--- config.mk ---
export PLATFORM = sky130hd
export DESIGN_NAME = dust_density_estimator_unit
export DESIGN_NICKNAME = d
export VERILOG_FILES = /design/src/sv/dde_pkg.sv /design/src/sv/dust_density_estimator_unit.sv /design/src/sv/dde_ram.sv
export SDC_FILE = /design/constraint.sdc
export NUM_CORES = 2
export LEC_CHECK = 0
export BUFFER_PORTS_ARGS = -buffer_cell sky130_fd_sc_hd__buf_2
export CORE_ASPECT_RATIO = 0.6
export CORE_MARGIN = 2
export CORE_UTILIZATION = 50
export CTS_BUF_LIST = sky130_fd_sc_hd__clkbuf_8
export DETAILED_ROUTE_END_ITERATION = 6
export GPL_TIMING_DRIVEN = 1
export MAX_ROUTING_LAYER = met4
export PLACE_DENSITY = 0.68
export RECOVER_POWER = 25
export SETUP_SLACK_MARGIN = 0.05
export SKIP_LAST_GASP = 1
export SLEW_MARGIN = 15
export SYNTH_ARGS = -nofsm -noshare
export SYNTH_HDL_FRONTEND = slang
export SYNTH_HIERARCHICAL = 1
export SYNTH_SLANG_ARGS = --single-unit
--- constraint.sdc ---
create_clock -name clk -period 13.51 [get_ports clk]
set_clock_uncertainty 0.2 [all_clocks]
set_input_delay 0.6755 -clock clk [delete_from_list [all_inputs] [get_ports clk]]
set_output_delay 0.6755 -clock clk [all_outputs]
set_load 0.05 [all_outputs]
--- src/sv/dde_pkg.sv ---
// ----------------------------------------------------------------------------
// dde_pkg
// Types and constants of the dust density estimator.
// ----------------------------------------------------------------------------
package dde_pkg;

  localparam int CFG_IDX_W  = 3;
  localparam int CFG_DATA_W = 16;

  localparam logic [CFG_IDX_W-1:0] REG_SAMPLES   = 3'd0;
  localparam logic [CFG_IDX_W-1:0] REG_REF_MV    = 3'd1;
  localparam logic [CFG_IDX_W-1:0] REG_GAIN      = 3'd2;
  localparam logic [CFG_IDX_W-1:0] REG_SENS_MV   = 3'd3;
  localparam logic [CFG_IDX_W-1:0] REG_BASE_MV   = 3'd4;
  localparam logic [CFG_IDX_W-1:0] REG_ZLOW_MV   = 3'd5;
  localparam logic [CFG_IDX_W-1:0] REG_ZHIGH_MV  = 3'd6;
  localparam logic [CFG_IDX_W-1:0] REG_WINDOW    = 3'd7;

  localparam int MV_REG_W = 13;
  localparam int ADC_BITS = 10;

  typedef struct packed {
    logic [ADC_BITS-1:0] raw_sample;
    logic                take_baseline;
  } in_t;

  typedef struct packed {
    logic [15:0]         density;
    logic [15:0]         running_average;
    logic [15:0]         burst_mv;
    logic [MV_REG_W-1:0] candidate_mv;
    logic                candidate_ready;
  } out_t;

endpackage

--- src/sv/dust_density_estimator_unit.sv ---
// ----------------------------------------------------------------------------
// dust_density_estimator_unit
// Burst averaging of ADC samples, mV scaling, dust density and running mean.
// ----------------------------------------------------------------------------
// Usage:
//   in_data carries one ADC sample and the take_baseline flag per item.
//   A sample that does not end a burst is added to the burst sum and gives no
//   result. The sample that ends a burst starts the result sequence, during
//   which in_stall is high:
//     burst mean divide, multiply by reference, multiply by gain, scale,
//     density setup, density divide when needed, ring write, ring scan of
//     the filled entries in the window, mean divide when needed, result.
//   With the window off, the scan and the mean divide are skipped. A single
//   restoring divider is shared by all three divides, and the ring scan reads
//   one entry per cycle. The ring RAM holds recent densities; the written
//   entries always form a prefix, so a fill count stands for valid bits.
//   One result item leaves on out_data per burst. The result waits in the
//   output register while out_stall is high; samples keep being accepted,
//   and the next burst end holds until that register is free.
//   Reset (rst, synchronous) restores the register defaults and empties the
//   ring at once; no clearing pass is needed.
//   Configuration writes (cfg_wr_en) take effect in the next cycle.
// ----------------------------------------------------------------------------
module dust_density_estimator_unit #(
  parameter int RING_DEPTH   = 64,
  parameter int MIN_READINGS = 60
) (
  input  logic                           clk,
  input  logic                           rst,
  input  logic                           cfg_wr_en,
  input  logic [dde_pkg::CFG_IDX_W-1:0]  cfg_index,
  input  logic [dde_pkg::CFG_DATA_W-1:0] cfg_data,
  input  logic                           in_valid,
  output logic                           in_stall,
  input  dde_pkg::in_t                   in_data,
  output logic                           out_valid,
  input  logic                           out_stall,
  output dde_pkg::out_t                  out_data
);

  localparam int PW    = RING_DEPTH > 1 ? $clog2(RING_DEPTH) : 1;
  localparam int LW    = $clog2(RING_DEPTH + 1);
  localparam int CW    = LW > 7 ? LW : 7;
  localparam int SW    = 16 + LW;
  localparam int AVG_W = 18;
  localparam int P1_W  = AVG_W + 13;
  localparam int P2_W  = P1_W + 16;
  localparam int SHIFT = dde_pkg::ADC_BITS + 8;
  localparam int MV_W  = P2_W - SHIFT;
  localparam int DQ_W  = 40;
  localparam int DR_W  = 16;

  typedef enum logic [3:0] {
    S_IDLE, S_DIV, S_MUL1, S_MUL2, S_MV, S_DEN, S_WRITE, S_SCAN, S_OUT
  } state_t;

  typedef enum logic [1:0] {DS_AVG, DS_DEN, DS_MEAN} div_sel_t;

  state_t   state;
  div_sel_t div_sel;

  // configuration
  logic [7:0]  samples_per_burst;
  logic [12:0] reference_mv, sensitivity_mv, baseline_mv, zero_low_mv, zero_high_mv;
  logic [15:0] calibration_gain;
  logic [6:0]  window_length;

  // burst and tracker state
  logic [7:0]  burst_count;
  logic [17:0] burst_sum;
  logic [12:0] min_tracker_mv, held_candidate_mv;
  logic [15:0] reading_count;
  logic        ready_flag;
  logic        take;
  logic [LW-1:0] ring_pointer, fill;

  // datapath
  logic [DQ_W-1:0] div_q;
  logic [DR_W-1:0] div_r, div_d;
  logic [5:0]      div_cnt;
  logic [AVG_W-1:0] avg;
  logic [P1_W-1:0] p1;
  logic [P2_W-1:0] p2;
  logic [MV_W-1:0] mv;
  logic [15:0]     density, mean;
  logic [12:0]     cand;
  logic            ready_o;
  logic [LW-1:0]   scan_idx, scan_len;
  logic            acc_en;
  logic [SW-1:0]   scan_sum;

  logic [7:0]      n, count_new;
  logic [17:0]     sum_new;
  logic [DR_W+1:0] trial;
  logic [DR_W-1:0] r_next;
  logic [DQ_W-1:0] q_next;
  logic [LW-1:0]   len, wp, pn, fill_new, scan_len_new;
  logic [15:0]     rc_new;
  logic            ready_new;
  logic [12:0]     min_new;
  logic [15:0]     rd_data;
  logic            ram_we;
  logic [MV_W-1:0] mv_ext_min, mv_ext_lo, mv_ext_hi, mv_ext_base;

  assign in_stall = (state != S_IDLE);

  always_comb begin
    n         = (samples_per_burst == 8'd0) ? 8'd1 : samples_per_burst;
    sum_new   = burst_sum + 18'(in_data.raw_sample);
    count_new = burst_count + 8'd1;

    trial  = {1'b0, div_r, div_q[DQ_W-1]} - {2'b00, div_d};
    r_next = trial[DR_W+1] ? {div_r[DR_W-2:0], div_q[DQ_W-1]} : trial[DR_W-1:0];
    q_next = {div_q[DQ_W-2:0], ~trial[DR_W+1]};

    if (CW'(window_length) > CW'(RING_DEPTH)) begin
      len = LW'(RING_DEPTH);
    end else begin
      len = LW'(window_length);
    end
    wp       = (ring_pointer >= len) ? '0 : ring_pointer;
    pn       = wp + LW'(1);
    fill_new = (pn > fill) ? pn : fill;
    scan_len_new = (fill_new < len) ? fill_new : len;

    rc_new    = reading_count;
    ready_new = ready_flag;
    if (!ready_flag) begin
      if (reading_count != 16'hFFFF) begin
        rc_new = reading_count + 16'd1;
      end
      ready_new = (32'(rc_new) > 32'(MIN_READINGS));
    end

    mv_ext_min  = MV_W'(min_tracker_mv);
    mv_ext_lo   = MV_W'(zero_low_mv);
    mv_ext_hi   = MV_W'(zero_high_mv);
    mv_ext_base = MV_W'(baseline_mv);
    min_new = min_tracker_mv;
    if (mv < mv_ext_min && mv >= mv_ext_lo && mv <= mv_ext_hi) begin
      min_new = mv[12:0];
    end

    ram_we = (state == S_WRITE) && (len != '0);
  end

  dde_ram #(.WIDTH(16), .DEPTH(RING_DEPTH)) u_ring (
    .clk   (clk),
    .we    (ram_we),
    .waddr (wp[PW-1:0]),
    .wdata (density),
    .raddr (scan_idx[PW-1:0]),
    .rdata (rd_data)
  );

  always_ff @(posedge clk) begin
    if (rst) begin
      state             <= S_IDLE;
      div_sel           <= DS_AVG;
      samples_per_burst <= 8'd20;
      reference_mv      <= 13'd5000;
      calibration_gain  <= 16'd256;
      sensitivity_mv    <= 13'd500;
      baseline_mv       <= 13'd600;
      zero_low_mv       <= 13'd100;
      zero_high_mv      <= 13'd1100;
      window_length     <= 7'd60;
      burst_count       <= '0;
      burst_sum         <= '0;
      min_tracker_mv    <= 13'd600;
      held_candidate_mv <= 13'd600;
      reading_count     <= '0;
      ready_flag        <= 1'b0;
      ring_pointer      <= '0;
      fill              <= '0;
      out_valid         <= 1'b0;
      acc_en            <= 1'b0;
    end else begin
      if (cfg_wr_en) begin
        case (cfg_index)
          dde_pkg::REG_SAMPLES:  samples_per_burst <= cfg_data[7:0];
          dde_pkg::REG_REF_MV:   reference_mv      <= cfg_data[12:0];
          dde_pkg::REG_GAIN:     calibration_gain  <= cfg_data;
          dde_pkg::REG_SENS_MV:  sensitivity_mv    <= cfg_data[12:0];
          dde_pkg::REG_BASE_MV:  baseline_mv       <= cfg_data[12:0];
          dde_pkg::REG_ZLOW_MV:  zero_low_mv       <= cfg_data[12:0];
          dde_pkg::REG_ZHIGH_MV: zero_high_mv      <= cfg_data[12:0];
          dde_pkg::REG_WINDOW:   window_length     <= cfg_data[6:0];
          default: ;
        endcase
      end

      // S_OUT reloads the register itself when it frees up
      if (out_valid && !out_stall && state != S_OUT) begin
        out_valid <= 1'b0;
      end

      case (state)
        S_IDLE: begin
          if (in_valid) begin
            if (count_new >= n) begin
              burst_sum   <= '0;
              burst_count <= '0;
              take        <= in_data.take_baseline;
              div_q       <= DQ_W'(sum_new);
              div_r       <= '0;
              div_d       <= DR_W'(n);
              div_cnt     <= '0;
              div_sel     <= DS_AVG;
              state       <= S_DIV;
            end else begin
              burst_sum   <= sum_new;
              burst_count <= count_new;
            end
          end
        end
        S_DIV: begin
          div_q   <= q_next;
          div_r   <= r_next;
          div_cnt <= div_cnt + 6'd1;
          if (div_cnt == 6'(DQ_W - 1)) begin
            case (div_sel)
              DS_AVG: begin
                avg   <= q_next[AVG_W-1:0];
                state <= S_MUL1;
              end
              DS_DEN: begin
                density <= (|q_next[DQ_W-1:16]) ? 16'hFFFF : q_next[15:0];
                state   <= S_WRITE;
              end
              default: begin
                mean  <= (|q_next[DQ_W-1:16]) ? 16'hFFFF : q_next[15:0];
                state <= S_OUT;
              end
            endcase
          end
        end
        S_MUL1: begin
          p1    <= P1_W'(avg) * P1_W'(reference_mv);
          state <= S_MUL2;
        end
        S_MUL2: begin
          p2    <= P2_W'(p1) * P2_W'(calibration_gain);
          state <= S_MV;
        end
        S_MV: begin
          mv    <= p2[P2_W-1:SHIFT];
          state <= S_DEN;
        end
        S_DEN: begin
          min_tracker_mv <= min_new;
          if (mv < mv_ext_base) begin
            density <= '0;
            state   <= S_WRITE;
          end else if (sensitivity_mv == 13'd0) begin
            density <= 16'hFFFF;
            state   <= S_WRITE;
          end else begin
            div_q   <= DQ_W'(mv - mv_ext_base) * DQ_W'(100);
            div_r   <= '0;
            div_d   <= DR_W'(sensitivity_mv);
            div_cnt <= '0;
            div_sel <= DS_DEN;
            state   <= S_DIV;
          end
        end
        S_WRITE: begin
          if (len != '0) begin
            ring_pointer <= (pn >= len) ? '0 : pn;
            fill         <= fill_new;
          end
          ready_o       <= ready_new;
          cand          <= ready_new ? min_tracker_mv : held_candidate_mv;
          // consume the candidate once it has been reported
          if (take && ready_new) begin
            min_tracker_mv    <= zero_high_mv;
            held_candidate_mv <= zero_high_mv;
            reading_count     <= '0;
            ready_flag        <= 1'b0;
          end else begin
            reading_count <= rc_new;
            ready_flag    <= ready_new;
          end
          scan_idx <= '0;
          scan_sum <= '0;
          acc_en   <= 1'b0;
          scan_len <= (len != '0) ? scan_len_new : '0;
          if (len == '0) begin
            mean  <= 16'hFFFF;
            state <= S_OUT;
          end else begin
            state <= S_SCAN;
          end
        end
        S_SCAN: begin
          if (acc_en) begin
            scan_sum <= scan_sum + SW'(rd_data);
          end
          if (scan_idx < scan_len) begin
            scan_idx <= scan_idx + LW'(1);
            acc_en   <= 1'b1;
          end else begin
            acc_en <= 1'b0;
            if (!acc_en) begin
              div_q   <= DQ_W'(scan_sum) + DQ_W'(scan_len >> 1);
              div_r   <= '0;
              div_d   <= DR_W'(scan_len);
              div_cnt <= '0;
              div_sel <= DS_MEAN;
              if (scan_len == '0) begin
                mean  <= '0;
                state <= S_OUT;
              end else begin
                state <= S_DIV;
              end
            end
          end
        end
        S_OUT: begin
          if (!out_valid || !out_stall) begin
            out_valid                <= 1'b1;
            out_data.density         <= density;
            out_data.running_average <= mean;
            out_data.burst_mv        <= (|mv[MV_W-1:16]) ? 16'hFFFF : mv[15:0];
            out_data.candidate_mv    <= cand;
            out_data.candidate_ready <= ready_o;
            state                    <= S_IDLE;
          end
        end
        default: state <= S_IDLE;
      endcase
    end
  end

endmodule

--- src/sv/dde_ram.sv ---
// ----------------------------------------------------------------------------
// dde_ram
// Generic single-write, single-read RAM with registered read data.
// ----------------------------------------------------------------------------
module dde_ram #(
  parameter int WIDTH = 16,
  parameter int DEPTH = 64
) (
  input  logic                                  clk,
  input  logic                                  we,
  input  logic [(DEPTH > 1 ? $clog2(DEPTH) : 1)-1:0] waddr,
  input  logic [WIDTH-1:0]                      wdata,
  input  logic [(DEPTH > 1 ? $clog2(DEPTH) : 1)-1:0] raddr,
  output logic [WIDTH-1:0]                      rdata
);

  logic [WIDTH-1:0] mem [DEPTH];

  always_ff @(posedge clk) begin
    if (we) begin
      mem[waddr] <= wdata;
    end
    rdata <= mem[raddr];
  end

endmodule

* Yosys cells after proc, flatten, opt, wreduce, memory -nomap -nowiden
Memory sizes are Yosys's and may differ from the RTL's. A register that Yosys moved wholly into a read port is not among the register bits.
Index checks and enable logic that the tools add are counted.
** Word-level totals
- Bits in registers :: 536
- RAM bits :: 1024
- Input bits :: 35
- Output and inout bits :: 64
- Logic and storage cells :: 251
- Memories kept :: 1
** Cells by class
- Add/sub/neg operators :: 10
- Multiply operators :: 3
- Order comparisons :: 12
- Equal/unequal tests :: 37
- Mux-type cells :: 90
- Bitwise gates (word level) :: 2
- Reductions and logical operators :: 55
** Memory list
- u_ring.mem :: depth 64, bits a word 16, read ports 1, clocked after memory_dff 1, wr ports 1, line dde_ram.sv:17 : logic [WIDTH-1:0] mem [DEPTH];
** Operator list (number)
- two-way mux 16 bit :: 28
- two-way mux 40 bit :: 6
- case mux 40 bit (4 select lines) :: 1
- case mux 16 bit (3 select lines) :: 2
- case mux 16 bit (4 select lines) :: 1
- less-than comparator 29 x 13 -> 1 bit :: 2
- multiplier 31 x 16 -> 47 bit :: 1
- case mux 23 bit (2 select lines) :: 1
- two-way mux 7 bit :: 6
- multiplier 40 x 5 -> 38 bit, second input constant :: 1
- two-way mux 13 bit :: 3
- two-way mux 6 bit :: 6
- case mux 4 bit (9 select lines) :: 1
- two-way mux 4 bit :: 8
- case mux 16 bit (2 select lines) :: 1
- AND reduction 2 bit :: 16
- multiplier 18 x 13 -> 31 bit :: 1
- subtractor 29 x 13 -> 30 bit :: 1
- greater-or-equal comparator 29 x 13 -> 1 bit :: 1
- <= comparator 29 x 13 -> 1 bit :: 1
- inequality test 2 bit, second input constant :: 14
- case mux 13 bit (2 select lines) :: 1
- adder 23 x 6 -> 24 bit :: 1
- case mux 6 bit (4 select lines) :: 1
- other kinds (59) :: 104

* Logic depth before layout (Yosys ltp)
- Depth after elaboration :: 9
- Mapped depth :: 29
- Mapped depth without buffers :: 28

* Cells and area by module
The synthesis kept the hierarchy.
** By module, submodules not included
- dust_density_estimator_unit :: instances 1, cells each 5423, area an instance 50656.1 um2, sequential area each 13593.0 um2
- dde_ram :: instances 1, cells each 1820, area an instance 39978.3 um2, sequential area each 31069.8 um2

* Worst setup path after synthesis
OpenSTA, ideal clock, no wires.
- Kind :: register to register
- From :: register mv[0]
- To :: register div_cnt[0], enable pin
- Setup time :: 0.558 ns
- Data arrival time :: 6.417 ns
- Data required time :: 12.752 ns
- Setup slack :: 6.335 ns
- Stages on the path, launching flop included :: 13
- Buffers on the path :: 0
- Period minus slack after synthesis :: 7.175 ns
- Cells stage by stage :: edfxtp_1 inv_1 ha_1 fa_1 nor2b_1 o21a_1 o21ai_0 a21oi_1 o22ai_1 a31oi_1 o21a_1 nor2_1 nor3_1
** On the way
- Word-level cells in the longest chain between the ends :: 3
** RTL lines
- start: declaration :: line dust_density_estimator_unit.sv:84 : logic [MV_W-1:0] mv;
- start signal: assignment :: line dust_density_estimator_unit.sv:247 : mv <= p2[P2_W-1:SHIFT];
- less-than comparator 29 x 13 -> 1 bit :: line dust_density_estimator_unit.sv:252 : if (mv < mv_ext_base) begin
- inequality test 2 bit (no source line)
- AND reduction 8 bit (no source line)
- end signal: assignment :: line dust_density_estimator_unit.sv:220 : div_cnt <= div_cnt + 6'd1;
- end: declaration :: line dust_density_estimator_unit.sv:80 : logic [5:0] div_cnt;
Every way passes these cells.
A chain may end at the register's enable or synchronous reset.

* Final worst setup path
- From :: register p1[9]
- To :: register p2[44], data pin
** On the way
- Word-level cells in the longest chain between the ends :: 1
** RTL lines
- start: declaration :: line dust_density_estimator_unit.sv:82 : logic [P1_W-1:0] p1;
- start signal: assignment :: line dust_density_estimator_unit.sv:239 : p1 <= P1_W'(avg) * P1_W'(reference_mv);
- multiplier 31 x 16 -> 47 bit :: line dust_density_estimator_unit.sv:243 : p2 <= P2_W'(p1) * P2_W'(calibration_gain);
- end signal: assignment :: line dust_density_estimator_unit.sv:243
- end: declaration :: line dust_density_estimator_unit.sv:83 : logic [P2_W-1:0] p2;
Every way passes these cells.

==> flow_summary.toml <==
[clock_network]
cts_buffers = 230
clk_root_buffer_cell = "clkbuf_8"
tritoncts = "done"
clkLatencyLatePin_ns = 1.01
post_cts_buffers = 0
clk_path_buf_depth = 4
htreeDepth = 4
clock_sinks = 1555
clk_pin_slew_worst_paths_ns = 0.07

[detailed_routing]
first_pass_iters = 7
vias_per_cell = 5.90
totalWireLength_mm = 248
ant_nets = 0
routedWlPerCell_microns = 24.8
route.detailed.drc = 7
drt_iter0_drc = 7743
vias = 58918

[logic_synthesis]
synth.most_common_cell = "edfxtp_1"
synth_warnings = 6
ys_seq_area_share_pct = 49.3
yosysTopAreaCell = "edfxtp_1"
syn_nets = 8314
syn-cell-area_sq_mm = 0.0906
synthTopCellsByCount = "edfxtp_1, nand2_1, inv_1"
ys_ff_latch = 1555
synth_area_per_cell_sq_um = 12.5
synth_edf_count = 1352
async_flop_share_pct = 0
yosys_most_used_dff = "edfxtp_1"
synth_cells = 7243
synth.distinct_cells = 99
ys_top_cells_by_area = "edfxtp_1, fa_1, ha_1"
synth.top_cell.area_share_pct = 44.8

[global_routing]
antenna_found_initial = 12
grt_pass1_vias = 56875
grt_pass1_wl_mm = 371
gr-total-overflow = 0
grt_usage_pct = 27.7
grt_max_degree = 143

[timing]
fin_crit_sh_pct = 60.2
hold_viol = 0
min_period_ns = 8.14
tightestPinTransition_ns = 3.50
finalMaxSlewViolations = 1058
whs_ns = 0.157
rsz0062_at_grt = "no"
slew_headroom_pct = -133
max_freq_ghz = 0.123
finalSetupViolCount = 0
tns_ns = 0

[die]
coreArea_sq_mm = 0.179
start_util_pct = 50.6
fp.dieW_microns = 554
die_h_microns = 334
fp-row-count = 120
die-area_sq_mm = 0.185
io-pin-count = 99

[critical_path]
endpoint_kind = "flip-flop"
crit_chain = "nand2_1 -> fa_1 -> inv_1 -> fa_1 -> fa_1 -> fa_1 -> fa_1 -> inv_1 -> fa_1 -> inv_1 -> ha_1 -> a21o_1 -> a221o_1 -> a21oi_1 -> a2bb2oi_1 -> a21boi_1 -> a311oi_2 -> o21ai_1 -> a221oi_2 -> o21ai_0 -> xor2_1"
crit_type = "flip-flop to flip-flop"
slowest_delay_ns = 0.89
crit_family = "adder cells"
crit_top_cell = "fa_1"
ff2ff_setup_slack_ns = 5.37
worst_path_max_delay_cell = "edfxtp_1"
r2r-start = "p1[9]$_DFFE_PP_"
cp-start-kind = "flip-flop"
critPathRequiredTime_ns = 13.99
crit_buf_inv = 3
rr_worst_depth = 21
worstPathMaxFanout = 16
worstPathArrival_ns = 8.62
r2r_end = "p2[44]$_DFFE_PP_"

[placed_design]
place.detailed.hpwl_mm = 176
io_buffers = 98
gp_congestion = 0.970

[power_and_ir_drop]
finalPower_uw = 10300
power_density_mw_per_mm2 = 104
ir_worst_vdd_uv = 89.7
power_leakage_uw = 0.0409

[worst_hold_path]
worstHoldPathType = "primary input to flip-flop"
hp-start = "cfg_index[1]"
hold_path_depth = 5
worst_hold_path.endpoint = "window_length[3]$_SDFFE_PP1P_"

[finish]
nNetsFinal = 8481
syn2layout_area_growth_pct = 8.71
fillers = 14784
drive_gt1_share_pct = 11.3

[flow_run]
maxCapViolCount = 16

[outcome]
outcome = "finished, violations left"
violations = "design-rule violations, max-capacitance violations, max-slew violations"
power by group:
| group | switching (uW) | internal, uW |
|---|---|---|
| clock network | 1870 | 2020 |
| registers | 14.3 | 5190 |
| logic | 786 | 396 |
| total | 2670 | 7600 |
worst max-delay path by stage:
stage                                     startpoint                       end  cells past startpoint
finish                               p1[9]$_DFFE_PP_          p2[44]$_DFFE_PP_                     21
global route        calibration_gain[3]$_SDFFE_PP0P_          p2[43]$_DFFE_PP_                     22
CTS                 calibration_gain[3]$_SDFFE_PP0P_          p2[43]$_DFFE_PP_                     22
detailed placement  calibration_gain[3]$_SDFFE_PP0P_          p2[44]$_DFFE_PP_                     22
global placement                     p1[9]$_DFFE_PP_          p2[46]$_DFFE_PP_                     21
floorplan                            mv[0]$_DFFE_PP_  div_cnt[0]$_SDFFCE_PN0P_                     12
state kept, by name, summed over array words and instances, names as in the netlist, 18 cells and up:
name / cells
mv: 29
burst_sum: 18
u_ring/mem: 1024
out_data: 62
p2: 29
avg: 18
scan_sum: 23
p1: 31
div_q: 40
cell usage in the layout, fill, tap and decap left out, types with 30 or more instances in the layout:
master	count
buf_2	94
a211o_1	31
nand4_1	31
o21ai_0	135
nor2_1	352
fa_1	613
a21oi_1	289
and2_1	317
nand2_1	851
buf_4	144
a211oi_1	41
and3_1	38
o21a_1	41
xor2_1	74
nand3b_1	30
mux2i_1	118
a21o_1	60
clkinv_1	36
edfxtp_1	1352
inv_1	905
a31oi_1	31
nor3_1	72
mux4_2	221
a22oi_1	80
ha_1	423
or3_1	31
clkinv_2	32
nor2b_1	67
clkbuf_8	242
nand2b_1	34
dfxtp_1	203
xnor2_1	119
nand3_1	99
what timing repair did:
item,4_1_cts,5_1_grt
resized for setup,0,0
endpoints found under the hold margin,113,0
hold buffers,18,0
area by class of cell:
| cell class | instances | area [sq um] | share of cell area, % |
|---|---|---|---|
| multi-input cells | 4514 | 41300 | 41.9 |
| diodes | 12 | 30.0 | 0.0305 |
| well taps | 2379 | 2980 | 3.02 |
| inverters | 829 | 3110 | 3.16 |
| flip-flops and latches | 1555 | 44700 | 45.3 |
| repair buffers | 280 | 1880 | 1.91 |
| clock buffers | 242 | 3330 | 3.38 |
| clock inverters | 169 | 1210 | 1.23 |
cells by family after synthesis:
kind of cell	synth area share [%]
AOI/OAI and AO/OA	6.51
buffers and inverters	5.25
adders and majority gates	19.4
xor gates and xnor gates	1.92
muxes	7.10
and+or+nand+nor	10.6
DFF	49.3
metal layers:
layer / share of wire [%] / routed length, microns / track usage, % / vias to the layer above
li1: - / - / - / 25588
met5: 0 / 0 / - / -
met2: 38 / 93400 / 33.4 / 3269
met1: 47 / 115000 / 44.4 / 29761
met4: 1.5 / 3830 / 4.66 / 0
met3: 14 / 35200 / 9.14 / 300
metrics by stage:
stage | cell area, sq um | instances | worst slack (ns) | utilization (%)
2_1_floorplan | 90600 | 7243 | 6.34 | -
3_3_place_gp | 93800 | 9537 | 5.65 | 52.3
3_5_place_dp | 93800 | 9537 | 5.49 | 52.3
4_1_cts | 98500 | 9966 | 5.50 | 54.9
5_1_grt | 98500 | 9976 | 5.02 | 55.0
6_report | 98500 | 9980 | 5.37 | 55.0
worst reg2reg max path, stage by stage (launching register included):
cell	delay, ns
edfxtp_1	0.89
nand2_1	0.19
fa_1	0.56
inv_1	0.05
fa_1	0.63
fa_1	0.49
fa_1	0.49
fa_1	0.56
inv_1	0.06
fa_1	0.54
inv_1	0.04
ha_1	0.35
a21o_1	0.21
a221o_1	0.35
a21oi_1	0.35
a2bb2oi_1	0.28
a21boi_1	0.20
a311oi_2	0.40
o21ai_1	0.23
a221oi_2	0.48
o21ai_0	0.18
xor2_1	0.17
No activity file was read; power rests on OpenSTA's default activity.
